[config.mk]
export PLATFORM = sky130hd
export DESIGN_NAME = framed_packet_parser_responder_top
export DESIGN_NICKNAME = d
export VERILOG_FILES = /design/src/rtl/fpr_pkg.sv /design/src/rtl/framed_packet_parser_responder_top.sv /design/src/rtl/fpr_parser.sv /design/src/rtl/fpr_queue.sv /design/src/rtl/fpr_sender.sv
export SDC_FILE = /design/constraint.sdc
export NUM_CORES = 1
export LEC_CHECK = 0
export BUFFER_PORTS_ARGS = -buffer_cell sky130_fd_sc_hd__buf_2
export CELL_PAD_IN_SITES_DETAIL_PLACEMENT = 1
export CELL_PAD_IN_SITES_GLOBAL_PLACEMENT = 1
export CORE_UTILIZATION = 49
export CTS_CLUSTER_DIAMETER = 120
export DETAILED_ROUTE_END_ITERATION = 12
export GPL_TIMING_DRIVEN = 1
export PLACE_DENSITY = 0.91
export SLEW_MARGIN = 0
export SYNTH_ARGS = -nofsm -noshare
export SYNTH_HDL_FRONTEND = slang
export SYNTH_SLANG_ARGS = --single-unit
[constraint.sdc]
create_clock -name clk_i -period 7.6 [get_ports clk_i]
set_clock_uncertainty 0.1 [all_clocks]
set_input_delay 2.28 -clock clk_i [delete_from_list [all_inputs] [get_ports clk_i]]
set_output_delay 2.28 -clock clk_i [all_outputs]
set_load 0.03 [all_outputs]
[src/rtl/fpr_pkg.sv]
// Shared types, byte codes and reply tables for the framed packet parser and responder.
// Used by the parser, queue, sender and top level; depends on nothing else.
package fpr_pkg;

  // Frame byte codes.
  localparam logic [7:0] CH_U     = 8'h55;
  localparam logic [7:0] CH_N     = 8'h4E;
  localparam logic [7:0] CH_E     = 8'h45;
  localparam logic [7:0] CH_R     = 8'h52;
  localparam logic [7:0] CH_COLON = 8'h3A;

  localparam logic [7:0] ID_ALIVE   = 8'hF0;
  localparam logic [7:0] CODE_ACK   = 8'h0D;
  localparam logic [7:0] CODE_OTHER = 8'hDD;
  localparam logic [7:0] LEN_ALIVE  = 8'h03;
  localparam logic [7:0] LEN_OTHER  = 8'h02;

  // Seed for the running checksum, excluding the length byte.
  localparam logic [7:0] HDR_XOR = CH_U ^ CH_N ^ CH_E ^ CH_R ^ CH_COLON;

  // Checksums of the two fixed replies.
  localparam logic [7:0] CKS_ALIVE = HDR_XOR ^ LEN_ALIVE ^ ID_ALIVE ^ CODE_ACK;
  localparam logic [7:0] CKS_OTHER = HDR_XOR ^ LEN_OTHER ^ CODE_OTHER;

  // Reply byte index and the positions of the checksum byte.
  localparam int unsigned REPLY_IDX_W = 4;
  localparam logic [REPLY_IDX_W-1:0] IDX_LAST_ALIVE = 4'd8;
  localparam logic [REPLY_IDX_W-1:0] IDX_LAST_OTHER = 4'd7;

  // Default depth of the command queue between parser and sender.
  localparam int unsigned QUEUE_DEPTH_DEF = 2;

  // Parser phases.
  typedef enum logic [2:0] {
    PH_HUNT  = 3'd0,
    PH_N     = 3'd1,
    PH_E     = 3'd2,
    PH_R     = 3'd3,
    PH_LEN   = 3'd4,
    PH_TOKEN = 3'd5,
    PH_BODY  = 3'd6
  } phase_e;

  // One reply command: which of the two replies to send.
  typedef struct packed {
    logic alive;
  } reply_cmd_t;

  // Queue status seen by both sides.
  typedef struct packed {
    logic full;
    logic empty;
  } q_status_t;

  // Byte at a given position of a reply frame.
  function automatic logic [7:0] reply_byte(input logic alive,
                                            input logic [REPLY_IDX_W-1:0] idx);
    logic [7:0] b;
    b = CH_U;
    unique case (idx)
      4'd0: b = CH_U;
      4'd1: b = CH_N;
      4'd2: b = CH_E;
      4'd3: b = CH_R;
      4'd4: b = alive ? LEN_ALIVE : LEN_OTHER;
      4'd5: b = CH_COLON;
      4'd6: b = alive ? ID_ALIVE : CODE_OTHER;
      4'd7: b = alive ? CODE_ACK : CKS_OTHER;
      4'd8: b = CKS_ALIVE;
      default: b = CH_U;
    endcase
    return b;
  endfunction

endpackage

[src/rtl/framed_packet_parser_responder_top.sv]
// Top level of the framed packet parser and responder.
// Instantiates fpr_parser, fpr_queue and fpr_sender; depends on fpr_pkg.
//
// Received bytes are taken at one per cycle whenever the reply queue has
// room; a good frame leaves a command in a queue of QUEUE_DEPTH entries and
// the sender turns each command into a reply of nine bytes (ID F0) or eight
// bytes (any other ID), one per cycle while the receiver is ready, with
// last_byte_o marking the checksum. A waiting reply follows the previous one
// without a gap cycle. The rx side stalls only when the queue is full, which
// is set by the sender's one-byte-per-cycle output and by tx_ready_i.
module framed_packet_parser_responder_top #(
  parameter int unsigned QUEUE_DEPTH = fpr_pkg::QUEUE_DEPTH_DEF
) (
  input  logic       clk_i,
  input  logic       rst_ni,
  input  logic       rx_valid_i,
  output logic       rx_ready_o,
  input  logic [7:0] rx_byte_i,
  output logic       tx_valid_o,
  input  logic       tx_ready_i,
  output logic [7:0] tx_byte_o,
  output logic       last_byte_o
);
  import fpr_pkg::*;

  logic       in_fire;
  logic       push;
  logic       pop;
  reply_cmd_t push_cmd;
  reply_cmd_t head_cmd;
  q_status_t  q_status;

  assign rx_ready_o = !q_status.full;
  assign in_fire    = rx_valid_i && rx_ready_o;

  // Front: frame parser.
  fpr_parser u_parser (
    .clk_i     (clk_i),
    .rst_ni    (rst_ni),
    .in_fire_i (in_fire),
    .rx_byte_i (rx_byte_i),
    .push_o    (push),
    .cmd_o     (push_cmd)
  );

  // Command queue.
  fpr_queue #(
    .DEPTH (QUEUE_DEPTH)
  ) u_queue (
    .clk_i    (clk_i),
    .rst_ni   (rst_ni),
    .push_i   (push),
    .cmd_i    (push_cmd),
    .pop_i    (pop),
    .cmd_o    (head_cmd),
    .status_o (q_status)
  );

  // Back: reply sender.
  fpr_sender u_sender (
    .clk_i       (clk_i),
    .rst_ni      (rst_ni),
    .cmd_i       (head_cmd),
    .status_i    (q_status),
    .pop_o       (pop),
    .tx_valid_o  (tx_valid_o),
    .tx_ready_i  (tx_ready_i),
    .tx_byte_o   (tx_byte_o),
    .last_byte_o (last_byte_o)
  );

`ifndef SYNTH
  // A command is never offered to a full queue.
  a_no_overflow : assert property (@(posedge clk_i) disable iff (!rst_ni)
    push |-> !q_status.full)
    else $error("reply command pushed into a full queue");

  // The checksum byte is always one of the two fixed reply checksums.
  a_last_cks : assert property (@(posedge clk_i) disable iff (!rst_ni)
    (tx_valid_o && last_byte_o) |-> (tx_byte_o == CKS_ALIVE || tx_byte_o == CKS_OTHER))
    else $error("last reply byte is not a valid checksum");

  // Mid-frame, the sender keeps presenting bytes.
  a_frame_cont : assert property (@(posedge clk_i) disable iff (!rst_ni)
    (tx_valid_o && tx_ready_i && !last_byte_o) |=> tx_valid_o)
    else $error("reply frame broken off before its checksum");

  // A reply always starts with the first header byte.
  a_frame_start : assert property (@(posedge clk_i) disable iff (!rst_ni)
    (tx_valid_o && tx_ready_i && last_byte_o) |=> (!tx_valid_o || tx_byte_o == CH_U))
    else $error("reply frame does not start with the header");
`endif

endmodule

[src/rtl/fpr_parser.sv]
// Front part: parses received bytes and issues a reply command on a good frame.
// Depends on fpr_pkg.
module fpr_parser (
  input  logic                clk_i,
  input  logic                rst_ni,
  input  logic                in_fire_i,
  input  logic [7:0]          rx_byte_i,
  output logic                push_o,
  output fpr_pkg::reply_cmd_t cmd_o
);
  import fpr_pkg::*;

  phase_e     phase_q, phase_d;
  logic [7:0] left_q, left_d;
  logic [7:0] xor_q, xor_d;
  logic [7:0] id_q, id_d;
  logic       seen_q, seen_d;
  logic [7:0] cnt;
  logic [7:0] reply_id;

  // State register.
  always_ff @(posedge clk_i or negedge rst_ni) begin
    if (!rst_ni) begin
      phase_q <= PH_HUNT;
      left_q  <= '0;
      xor_q   <= '0;
      id_q    <= '0;
      seen_q  <= 1'b0;
    end else begin
      phase_q <= phase_d;
      left_q  <= left_d;
      xor_q   <= xor_d;
      id_q    <= id_d;
      seen_q  <= seen_d;
    end
  end

  // Next phase, running checksum and reply command.
  always_comb begin
    phase_d  = phase_q;
    left_d   = left_q;
    xor_d    = xor_q;
    id_d     = id_q;
    seen_d   = seen_q;
    push_o   = 1'b0;
    cnt      = (left_q == 8'd0) ? 8'd255 : left_q;
    reply_id = seen_q ? id_q : rx_byte_i;
    if (in_fire_i) begin
      unique case (phase_q)
        PH_N:     phase_d = (rx_byte_i == CH_N) ? PH_E : PH_HUNT;
        PH_E:     phase_d = (rx_byte_i == CH_E) ? PH_R : PH_HUNT;
        PH_R:     phase_d = (rx_byte_i == CH_R) ? PH_LEN : PH_HUNT;
        PH_LEN: begin
          left_d  = rx_byte_i;
          phase_d = PH_TOKEN;
        end
        PH_TOKEN: begin
          if (rx_byte_i == CH_COLON) begin
            phase_d = PH_BODY;
            xor_d   = HDR_XOR ^ left_q;
            seen_d  = 1'b0;
          end else begin
            phase_d = PH_HUNT;
          end
        end
        PH_BODY: begin
          if (cnt > 8'd1) begin
            xor_d  = xor_q ^ rx_byte_i;
            left_d = cnt - 8'd1;
            if (!seen_q) begin
              id_d   = rx_byte_i;
              seen_d = 1'b1;
            end
          end else begin
            left_d  = '0;
            push_o  = (xor_q == rx_byte_i);
            phase_d = PH_HUNT;
          end
        end
        default:  phase_d = PH_HUNT;
      endcase
      // A byte that ends in the hunt phase is examined again as a possible U.
      if (phase_d == PH_HUNT && rx_byte_i == CH_U) begin
        phase_d = PH_N;
        xor_d   = '0;
      end
    end
  end

  assign cmd_o.alive = (reply_id == ID_ALIVE);

endmodule

[src/rtl/fpr_queue.sv]
// Short register queue of reply commands between the parser and the sender.
// Depends on fpr_pkg.
module fpr_queue #(
  parameter int unsigned DEPTH = fpr_pkg::QUEUE_DEPTH_DEF
) (
  input  logic                clk_i,
  input  logic                rst_ni,
  input  logic                push_i,
  input  fpr_pkg::reply_cmd_t cmd_i,
  input  logic                pop_i,
  output fpr_pkg::reply_cmd_t cmd_o,
  output fpr_pkg::q_status_t  status_o
);
  import fpr_pkg::*;

  localparam int unsigned PTR_W = (DEPTH > 1) ? $clog2(DEPTH) : 1;
  localparam int unsigned CNT_W = $clog2(DEPTH + 1);

  reply_cmd_t         mem_q [DEPTH];
  logic [PTR_W-1:0]   wr_q, rd_q;
  logic [CNT_W-1:0]   cnt_q;
  logic               do_push, do_pop;

  assign status_o.full  = (cnt_q == CNT_W'(DEPTH));
  assign status_o.empty = (cnt_q == '0);
  assign do_push        = push_i && !status_o.full;
  assign do_pop         = pop_i && !status_o.empty;
  assign cmd_o          = mem_q[rd_q];

  // Pointers and fill count.
  always_ff @(posedge clk_i or negedge rst_ni) begin
    if (!rst_ni) begin
      wr_q  <= '0;
      rd_q  <= '0;
      cnt_q <= '0;
    end else begin
      if (do_push) begin
        wr_q <= (wr_q == PTR_W'(DEPTH - 1)) ? '0 : wr_q + PTR_W'(1);
      end
      if (do_pop) begin
        rd_q <= (rd_q == PTR_W'(DEPTH - 1)) ? '0 : rd_q + PTR_W'(1);
      end
      if (do_push && !do_pop) begin
        cnt_q <= cnt_q + CNT_W'(1);
      end else if (do_pop && !do_push) begin
        cnt_q <= cnt_q - CNT_W'(1);
      end
    end
  end

  // Command storage.
  always_ff @(posedge clk_i) begin
    if (do_push) begin
      mem_q[wr_q] <= cmd_i;
    end
  end

endmodule

[src/rtl/fpr_sender.sv]
// Back part: sends one reply frame per queued command, one byte per cycle
// while tx_ready_i is high. Depends on fpr_pkg.
module fpr_sender (
  input  logic                clk_i,
  input  logic                rst_ni,
  input  fpr_pkg::reply_cmd_t cmd_i,
  input  fpr_pkg::q_status_t  status_i,
  output logic                pop_o,
  output logic                tx_valid_o,
  input  logic                tx_ready_i,
  output logic [7:0]          tx_byte_o,
  output logic                last_byte_o
);
  import fpr_pkg::*;

  logic                   busy_q;
  logic                   alive_q;
  logic [REPLY_IDX_W-1:0] idx_q;
  logic                   out_fire;

  assign tx_valid_o  = busy_q;
  assign tx_byte_o   = reply_byte(alive_q, idx_q);
  assign last_byte_o = (idx_q == (alive_q ? IDX_LAST_ALIVE : IDX_LAST_OTHER));
  assign out_fire    = busy_q && tx_ready_i;
  // Take the next command when idle or as the current frame's last byte leaves.
  assign pop_o       = !status_i.empty && (!busy_q || (out_fire && last_byte_o));

  // Frame position and command in progress.
  always_ff @(posedge clk_i or negedge rst_ni) begin
    if (!rst_ni) begin
      busy_q  <= 1'b0;
      alive_q <= 1'b0;
      idx_q   <= '0;
    end else if (pop_o) begin
      busy_q  <= 1'b1;
      alive_q <= cmd_i.alive;
      idx_q   <= '0;
    end else if (out_fire) begin
      if (last_byte_o) begin
        busy_q <= 1'b0;
        idx_q  <= '0;
      end else begin
        idx_q <= idx_q + REPLY_IDX_W'(1);
      end
    end
  end

endmodule
# [After elaboration in Yosys (flattened, before gate mapping)]
# Memory sizes are Yosys's and may differ from the RTL's. A register that Yosys moved wholly into a read port is not among the register bits.
# Cells that the tools add are included.
[word_totals] reg_bits=37 mem_bits_rw=2 inputBits=12 output_inout_bits=11 wordCells=116 n_memories=1
[classes] n_addsub=6 order_cmp=1 eq_ne=27 n_mux=39 n_bitwise=2 reduce_logical=30
[mem_list] memory="u_queue.mem_q" words=2 word_bits=1 read_ports=1 rd_clocked_by_memory_dff=1 wr=1 line_no="fpr_queue.sv:19" rtl="reply_cmd_t mem_q [DEPTH];"
[op_table] op="case mux 8 bit (8 select lines)" count=1
[op_table] op="two-way mux 8 bit" count=7
[op_table] op="equality test 8 x 7 -> 1 bit (second input constant)" count=4
[op_table] op="case mux 8 bit (2 select lines)" count=2
[op_table] op="case mux 3 bit (6 select lines)" count=1
[op_table] op="equality test 4 x 3 -> 1 bit (second input constant)" count=4
[op_table] op="two-way mux 4 bit" count=4
[op_table] op="two-way mux 3 bit" count=5
[op_table] op="two-way mux 1 bit" count=13
[op_table] op="nonzero test 2 bit" count=5
[op_table] op="equality test 3 bit (second input constant)" count=3
[op_table] op="logical AND 1 bit" count=9
[op_table] op="equality test 4 x 2 -> 1 bit (second input constant)" count=2
[op_table] op="equality test 8 x 6 -> 1 bit (second input constant)" count=1
[op_table] op="equality test 8 bit" count=1
[op_table] op="equality test 8 bit (second input constant)" count=1
[op_table] op="> comparator 8 x 1 -> 1 bit (second input constant)" count=1
[op_table] op="zero test 8 bit" count=1
[op_table] op="two-way mux 2 bit" count=4
[op_table] op="AND reduction 4 bit" count=2
[op_table] op="subtractor 8 x 1 -> 8 bit (second input constant)" count=1
[op_table] op="bitwise XOR 8 bit" count=1
[op_table] op="equality test 3 x 2 -> 1 bit (second input constant)" count=2
[op_table] op="zero test 1 bit" count=6
[op_table] op="20 further kinds" count=24

# [Longest topological paths before layout]
# Gate-level depths: netlist of the first run.
[logic_depth] depth_word=11 ltp_mapped=10 ltp_nobuf=9

# [Modules after synthesis]
# A second synthesis of the first run with hierarchy kept.
[hier_totals] hier_cells=323 hier_area_um2=2934.1
[modules_own_cells] mod="fpr_parser" n_inst=1 cells_each=220 area_per_inst_um2=2028.2 seq_area_each_um2=700.7
[modules_own_cells] mod="fpr_sender" n_inst=1 cells_each=79 area_per_inst_um2=628.1 seq_area_each_um2=150.1
[modules_own_cells] mod="fpr_queue" n_inst=1 cells_each=22 area_per_inst_um2=267.8 seq_area_each_um2=160.2
[modules_own_cells] mod="framed_packet_parser_responder_top" n_inst=1 cells_each=2 area_per_inst_um2=10.0 seq_area_each_um2=0.0

# [Worst setup path before layout of the first run]
# No wires, ideal clock.
[synth_timing] path_type="register -> output" from="reg u_sender.idx_q[0]" to="out tx_byte_o[4]" t_arrival_ns=1.878 required_ns=5.220 slack_ns=3.342 path_stages_with_launch=7 path_buffers=1 cell_sequence="dfrtp_1 -> ha_1 -> clkbuf_1 -> nor2_1 -> nand3b_1 -> o31ai_1 -> a21boi_0"
[synth_via] elab_chain_len=2 word_cells_on_any_way=9 classes_between="eq/ne (8); mux (1)"
[synth_rtl] element="from (decl)" line_no="fpr_sender.sv:18" rtl="logic [REPLY_IDX_W-1:0] idx_q;"
[synth_rtl] element="from (signal assigned)" line_no="fpr_sender.sv:43" rtl="idx_q <= idx_q + REPLY_IDX_W'(1);"
[synth_rtl] element="equality test 4 bit (tied with other cells)" line_no="fpr_pkg.sv:60" rtl="unique case (idx)"
[synth_rtl] element="case mux 8 bit (8 select lines) *" line_no="fpr_pkg.sv:60"
[synth_rtl] element="to (decl)" line_no="framed_packet_parser_responder_top.sv:21" rtl="output logic [7:0] tx_byte_o,"
# Every way passes the cells marked *; elsewhere a longest branch is shown, timed or not.

# [Worst setup path in the final report of the first run]
[layout_timing] from="reg u_sender.idx_q[0]" to="out tx_byte_o[0]"
# The elaborated chain is that of the path after synthesis.

==> results of run 1 <==
logic make-up (layout without fill, tap and decap cells):
| group | Yosys count | count (layout) | synth area share |
|---|---|---|---|
| buf+inv | 48 | 59 | 0.0707 |
| xor+xnor | 13 | 13 | 0.0413 |
| flops | 40 | 40 | 0.366 |
| mux | 11 | 11 | 0.0544 |
| simple gates | 107 | 107 | 0.212 |
| compound gates | 92 | 92 | 0.223 |
| fa+ha+maj | 7 | 7 | 0.0317 |
metrics by stage:
| stage | std cells | setup slack (ns) | util | power, mW |
|---|---|---|---|---|
| global placement | 391 | 3.18 | 0.545 | 0.963 |
| finish | 399 | 3.17 | 0.560 | 1.14 |
| detailed placement | 391 | 2.95 | 0.545 | 0.995 |
| CTS | 399 | 3.18 | 0.560 | 1.14 |
| global route | 399 | 3.03 | 0.560 | 1.23 |
| floorplan | 318 | 3.34 | - | 0.835 |
flip-flops by register name (all words and copies together), names as in the netlist, 2 cells and up:
register and count:
u_parser.id_q 8, u_parser.left_q 8, u_parser.xor_q 8, u_sender.idx_q 4, u_parser.phase_q 3, u_queue.cnt_q 2, u_queue.mem_q 2
Yosys cell counts (all sizes together) (2+ instances only):
master | instances | share of area
a21oi | 22 | 0.040
a22o | 3 | 0.0095
a31oi | 7 | 0.016
a32oi | 8 | 0.025
and2 | 4 | 0.010
and3 | 6 | 0.014
buf | 2 | 0.0082
clkbuf | 17 | 0.023
dfrtp | 38 | 0.34
edfxtp | 2 | 0.022
ha | 7 | 0.032
inv | 29 | 0.039
mux2 | 8 | 0.044
mux2i | 3 | 0.011
nand2 | 23 | 0.031
nand2b | 2 | 0.0045
nand3 | 16 | 0.029
nand3b | 3 | 0.0082
nand4 | 5 | 0.011
nand4b | 2 | 0.0063
nor2 | 20 | 0.027
nor2b | 2 | 0.0045
nor3 | 5 | 0.0091
nor4 | 3 | 0.0068
nor4b | 2 | 0.0063
nor4bb | 3 | 0.011
o21a | 2 | 0.0054
o21ai | 22 | 0.040
o22ai | 3 | 0.0068
o31ai | 11 | 0.030
o32a | 3 | 0.011
or2 | 4 | 0.0091
or4 | 4 | 0.014
xnor2 | 5 | 0.016
xor2 | 8 | 0.025
final cells by class:
class / instances / share of cell area
multi-input combinational: 230 / 0.526
sequential: 40 / 0.342
timing repair buffer: 22 / 0.0373
inverter: 29 / 0.0369
tap: 70 / 0.0297
clock buffer: 7 / 0.0258
clock inverter: 1 / 0.00169
per-layer routing:
layer	track usage	wire [um]
met1	0.363	3430
met2	0.462	3630
met3	0.0369	270
met4	0.0830	100
met5	0	0
worst max-delay path: stages, from the launching register on:
cell	delay, ns
dfrtp_1	0.50
inv_1	0.12
ha_1	0.29
a2111oi_0	0.42
o21ai_0	0.15
nand2_1	0.08
buf_2	0.19
final timing paths:
kind | end | slack, ns | start
max reg2reg | u_parser.xor_q[4] | 4.46 | u_parser.left_q[2]
max | tx_byte_o[0] | 3.17 | u_sender.idx_q[0]
min in group asynchronous | u_parser.left_q[4] | 2.00 | rst_ni
min | u_queue.rd_q | 0.39 | u_queue.rd_q
min reg2reg | u_queue.rd_q | 0.39 | u_queue.rd_q
max in group asynchronous | u_parser.phase_q[1] | 4.84 | rst_ni
power by group:
| part | leakage (nW) | internal, mW | switching, mW |
|---|---|---|---|
| Combinational | 0.771 | 0.224 | 0.346 |
| Sequential | 0.479 | 0.299 | 0.129 |
| Clock | 0.0422 | 0.0645 | 0.0745 |
==> results.py, run 1 <==
metrics = {
    "route": {
        "wl_mm": 7.43,
        "firstDrtPassIters": 4,
        "wl_per_cell_um": 18.6,
        "vias": 2467,
        "viasPerCell": 6.18,
        "drc_errors": 0,
        "initialDrtViolationCount": 200,
        "drt.antenna.violating_nets": 0,
    },
    "clock_tree": {
        "worstSkewPairLatency_ns": 0.29,
        "cts_tree": "yes",
        "root_buffer": "clkbuf_8",
        "post_cts_buffers": 0,
        "clkSinkCount": 40,
        "holdBufCountCts": 0,
        "numCtsBuffers": 5,
        "cts_buffer_depth": 2,
        "h-tree-depth": 2,
        "cts_resized": 0,
        "clk_pin_slew_ns": 0.08,
    },
    "yosys": {
        "yosysSeqAreaShare": 0.366,
        "synth.avg_cell_area_um2": 8.68,
        "synth_edf_count": 2,
        "yosysWarnings": 0,
        "async_flop_share": 0.950,
        "yosys_register_bits": 40,
        "syn_nets": 337,
        "postSynth.topFlopCell": "dfrtp_1",
        "syn_inst": 318,
        "syn-cell-area_mm2": 0.00276,
        "yosysUniqueCellTypes": 52,
    },
    "timing": {
        "setup_violations": 0,
        "finalSetupTns_ns": 0,
        "finalCritPeriodShare": 0.583,
        "max_slew_margin": 0.115,
        "holdWs_ns": 0.394,
        "worst_slew_pin_slew_ns": 1.33,
        "drv_slew": 0,
        "max_freq_ghz": 0.226,
        "grt_setup_unrepaired": "false",
        "hold_viol_final": 0,
        "layout_min_cycle_time_ns": 4.43,
    },
    "grt": {
        "track_usage": 0.274,
        "antenna_found_initial": 0,
        "grt.overflow.total": 0,
        "first_global_vias": 2591,
        "grt_max_degree": 39,
        "grt_pass1_wl_mm": 12.8,
    },
    "placement": {
        "placed_area_mm2": 0.00287,
        "gp_congestion": 0.872,
        "dp_hpwl_mm": 5.48,
        "io_buffers": 22,
    },
    "cells_and_area": {
        "nets": 347,
        "layout_common_cells": "dfrtp_1, inv_1, nand2_1",
        "syn_to_final_growth_pct": 6.98,
        "multi_input_area_mm2": 0.00155,
        "seq_area_mm2": 0.00101,
        "mostFrequentLayoutCell": "dfrtp_1",
        "layout-drive-gt1-share": 0.134,
        "fin_area_mm2": 0.00295,
        "nFillCells": 644,
        "antenna_cells": 0,
    },
    "critical_path": {
        "crit_fanout": 8,
        "worstPathArrival_ns": 2.05,
        "critPathKind": "reg -> out",
        "startpoint_type": "flip-flop",
        "required_ns": 5.22,
        "worst_r2r_path_depth": 5,
        "crit_path_end_kind": "primary output",
    },
    "floorplanning": {
        "initial_utilization": 0.524,
        "die_w_um": 77.1,
        "die_h_um": 77.1,
        "design.portCount": 23,
        "die_area_mm2": 0.00594,
        "row_count": 26,
        "core_mm2": 0.00527,
    },
    "power_and_ir_drop": {
        "peakVddDrop_v": 0.000214,
        "powerDensity_mw_per_mm2": 385,
        "p_leak_nw": 1.29,
    },
    "worst_hold_path": {
        "min_path_cells": 1,
        "hold_class": "reg -> reg",
    },
    "outcome": {
        "status": "finished clean",
    },
    "flow_run": {
        "drv_cap": 0,
    },
}
Power figures use the tool's default switching activity.
==> inputs of run 2 (changes only) <==
ABC_AREA = 1   (was unset)
CORE_UTILIZATION = 40   (was 49)
PLACE_DENSITY = 0.82   (was 0.91)
clock period = 3.95 ns   (was 7.6 ns; I/O delays follow)
==> run 2 against run 1 <==
Non-clock buffer count unchanged. Area after synthesis down 1.2%. Wire length down 0.70%. Sequential power grew 50%. Critical path type unchanged. Highest routed layer unchanged.
==> results.py, run 2 <==
metrics = {
    "outcome": {
        "status": "finished clean",
    },
    "yosys": {
        "yosysWarnings": 0,
        "async_flop_share": 0.950,
        "syn_nets": 370,
        "yosys-top-cells-count": "nand2_1, dfrtp_1, inv_1",
        "yosysTopAreaCellShare": 0.349,
        "yosys.area.top_type": "dfrtp_1",
        "synth_edf_count": 2,
        "synth.avg_cell_area_um2": 7.77,
        "syn-cell-area_mm2": 0.00273,
        "yosysMostFrequentCell": "nand2_1",
        "synth_area_leaders": "dfrtp_1, nand2_1, inv_1",
        "yosys_register_bits": 40,
        "postSynth.topFlopCell": "dfrtp_1",
        "syn_inst": 351,
        "yosysUniqueCellTypes": 40,
        "yosysSeqAreaShare": 0.371,
    },
    "cells_and_area": {
        "multi_input_area_mm2": 0.00150,
        "mostFrequentLayoutCell": "nand2_1",
        "reg_top3": "u_parser.id_q x8, u_parser.left_q x8, u_parser.xor_q x8",
        "nets": 393,
        "fin_area_mm2": 0.00306,
        "seq_area_mm2": 0.00101,
        "layout-drive-gt1-share": 0.200,
        "layout.cells.non_filler": 452,
        "layout_common_cells": "nand2_1, dfrtp_1, inv_1",
        "syn_to_final_growth_pct": 12.1,
        "nFillCells": 839,
        "antenna_cells": 0,
    },
    "clock_tree": {
        "cts_resized": 0,
        "root_buffer": "clkbuf_8",
        "cts_tree": "yes",
        "post_cts_buffers": 0,
        "h-tree-depth": 2,
        "cts_buffer_depth": 2,
        "clk_pin_slew_ns": 0.08,
        "clkSinkCount": 40,
        "numCtsBuffers": 5,
        "holdBufCountCts": 0,
        "worstSkewPairLatency_ns": 0.30,
    },
    "floorplanning": {
        "design.portCount": 23,
        "row_count": 29,
        "die_h_um": 84.6,
        "core_mm2": 0.00646,
        "initial_utilization": 0.422,
        "die_w_um": 84.6,
        "die_area_mm2": 0.00715,
    },
    "critical_path": {
        "reg2reg_to": "u_queue.cnt_q[1]",
        "crit_fanout": 6,
        "required_ns": 2.66,
        "reg2reg_slack_ns": 1.45,
        "worstPathArrival_ns": 2.04,
        "crit_path_end_kind": "primary output",
        "reg2reg_from": "u_parser.left_q[1]",
        "startpoint_type": "flip-flop",
        "worst_r2r_path_depth": 13,
        "critPathKind": "reg -> out",
    },
    "power_and_ir_drop": {
        "power_mw": 2.02,
        "comb_power_share": 0.447,
        "intPower_mw": 1.11,
        "p_seq_frac": 0.319,
        "p_leak_nw": 1.51,
        "clock_power_share": 0.234,
        "powerDensity_mw_per_mm2": 660,
        "p_sw_uw": 902,
        "power.share.switching": 0.447,
        "peakVddDrop_v": 0.000294,
    },
    "timing": {
        "hold_viol_final": 0,
        "max_slew_margin": 0.418,
        "max_freq_ghz": 0.301,
        "finalCritPeriodShare": 0.842,
        "worst_slew_pin_slew_ns": 0.873,
        "drv_slew": 0,
        "grt_setup_unrepaired": "false",
        "finalSetupTns_ns": 0,
        "holdWs_ns": 0.393,
        "setup_violations": 0,
        "layout_min_cycle_time_ns": 3.32,
    },
    "route": {
        "firstDrtPassIters": 6,
        "initialDrtViolationCount": 76,
        "drt.antenna.violating_nets": 0,
        "wl_mm": 7.37,
        "drc_errors": 0,
        "wl_per_cell_um": 16.3,
        "viasPerCell": 5.52,
        "vias": 2497,
    },
    "grt": {
        "grt.overflow.total": 0,
        "first_global_vias": 2669,
        "grt_max_degree": 39,
        "grt_pass1_wl_mm": 12.8,
        "track_usage": 0.225,
        "antenna_found_initial": 0,
    },
    "placement": {
        "dp_hpwl_mm": 5.58,
        "dp.cells": 444,
        "io_buffers": 22,
        "placed_area_mm2": 0.00290,
        "gp_congestion": 0.837,
    },
    "worst_hold_path": {
        "hold_class": "reg -> reg",
        "hp-start": "u_parser.id_q[1]",
        "min_path_cells": 2,
        "hold_end": "u_parser.id_q[1]",
    },
    "flow_run": {
        "drv_cap": 0,
    },
}
run 2: power by group through the flow:
| stage | logic (mW) | clock network, mW | registers, mW |
|---|---|---|---|
| after floorplan | 0.680 | 0 | 0.624 |
| after CTS | 0.909 | 0.478 | 0.643 |
| after global placement | 0.863 | 0 | 0.644 |
| after detailed placement | 0.906 | 0 | 0.650 |
| final | 0.901 | 0.472 | 0.643 |
| after global routing | 1.00 | 0.497 | 0.659 |
run 2: logic make-up after synthesis:
family / synth area share
XOR/XNOR: 0.0417
flip-flops: 0.371
AND/OR/NAND/NOR: 0.330
adder cells (fa/ha/maj): 0.0321
AO/OA/AOI/OAI: 0.147
buffers and inverters: 0.0789
run 2: cell type report:
type,count,area share
multi-input cells,260,0.491
flip-flops and latches,40,0.331
inverters,45,0.0585
repair buffers,22,0.0360
well taps,77,0.0315
clock inverters,3,0.0295
clock buffers,5,0.0225
run 2: how the worst max path moves through the flow:
stage          slack, ns  cells past startpoint                to               from
6_report            0.63                      6      tx_byte_o[0]  u_sender.idx_q[0]
5_1_grt             0.44                      6      tx_byte_o[0]  u_sender.idx_q[0]
4_1_cts             0.62                      6      tx_byte_o[0]  u_sender.idx_q[0]
3_5_place_dp        0.83                      9  u_queue.cnt_q[1]       rx_byte_i[4]
3_3_place_gp        0.97                      9  u_queue.cnt_q[1]       rx_byte_i[4]
2_1_floorplan       1.11                      7      tx_byte_o[6]  u_sender.idx_q[0]
run 2: worst max-delay path: stages (launching register included):
cell and delay (ns):
dfrtp_1 0.46, inv_1 0.12, ha_1 0.27, o21ai_0 0.31
nand4_1 0.23, o2111ai_1 0.12, buf_2 0.22
run 2: layer usage:
layer,up-vias,track usage,routed length [um],share of wire
met3,10,0.0364,183,0.025
met2,40,0.401,3810,0.52
met4,0,0.0555,96,0.013
met1,1239,0.284,3280,0.44
met5,-,0,0,0
li1,1208,-,-,-
run 2: per-stage QoR:
step,utilization,worst slack [ns]
CTS,0.473,0.621
detailed placement,0.449,0.826
global placement,0.449,0.970
finish,0.473,0.626
global route,0.473,0.441
floorplan,-,1.11
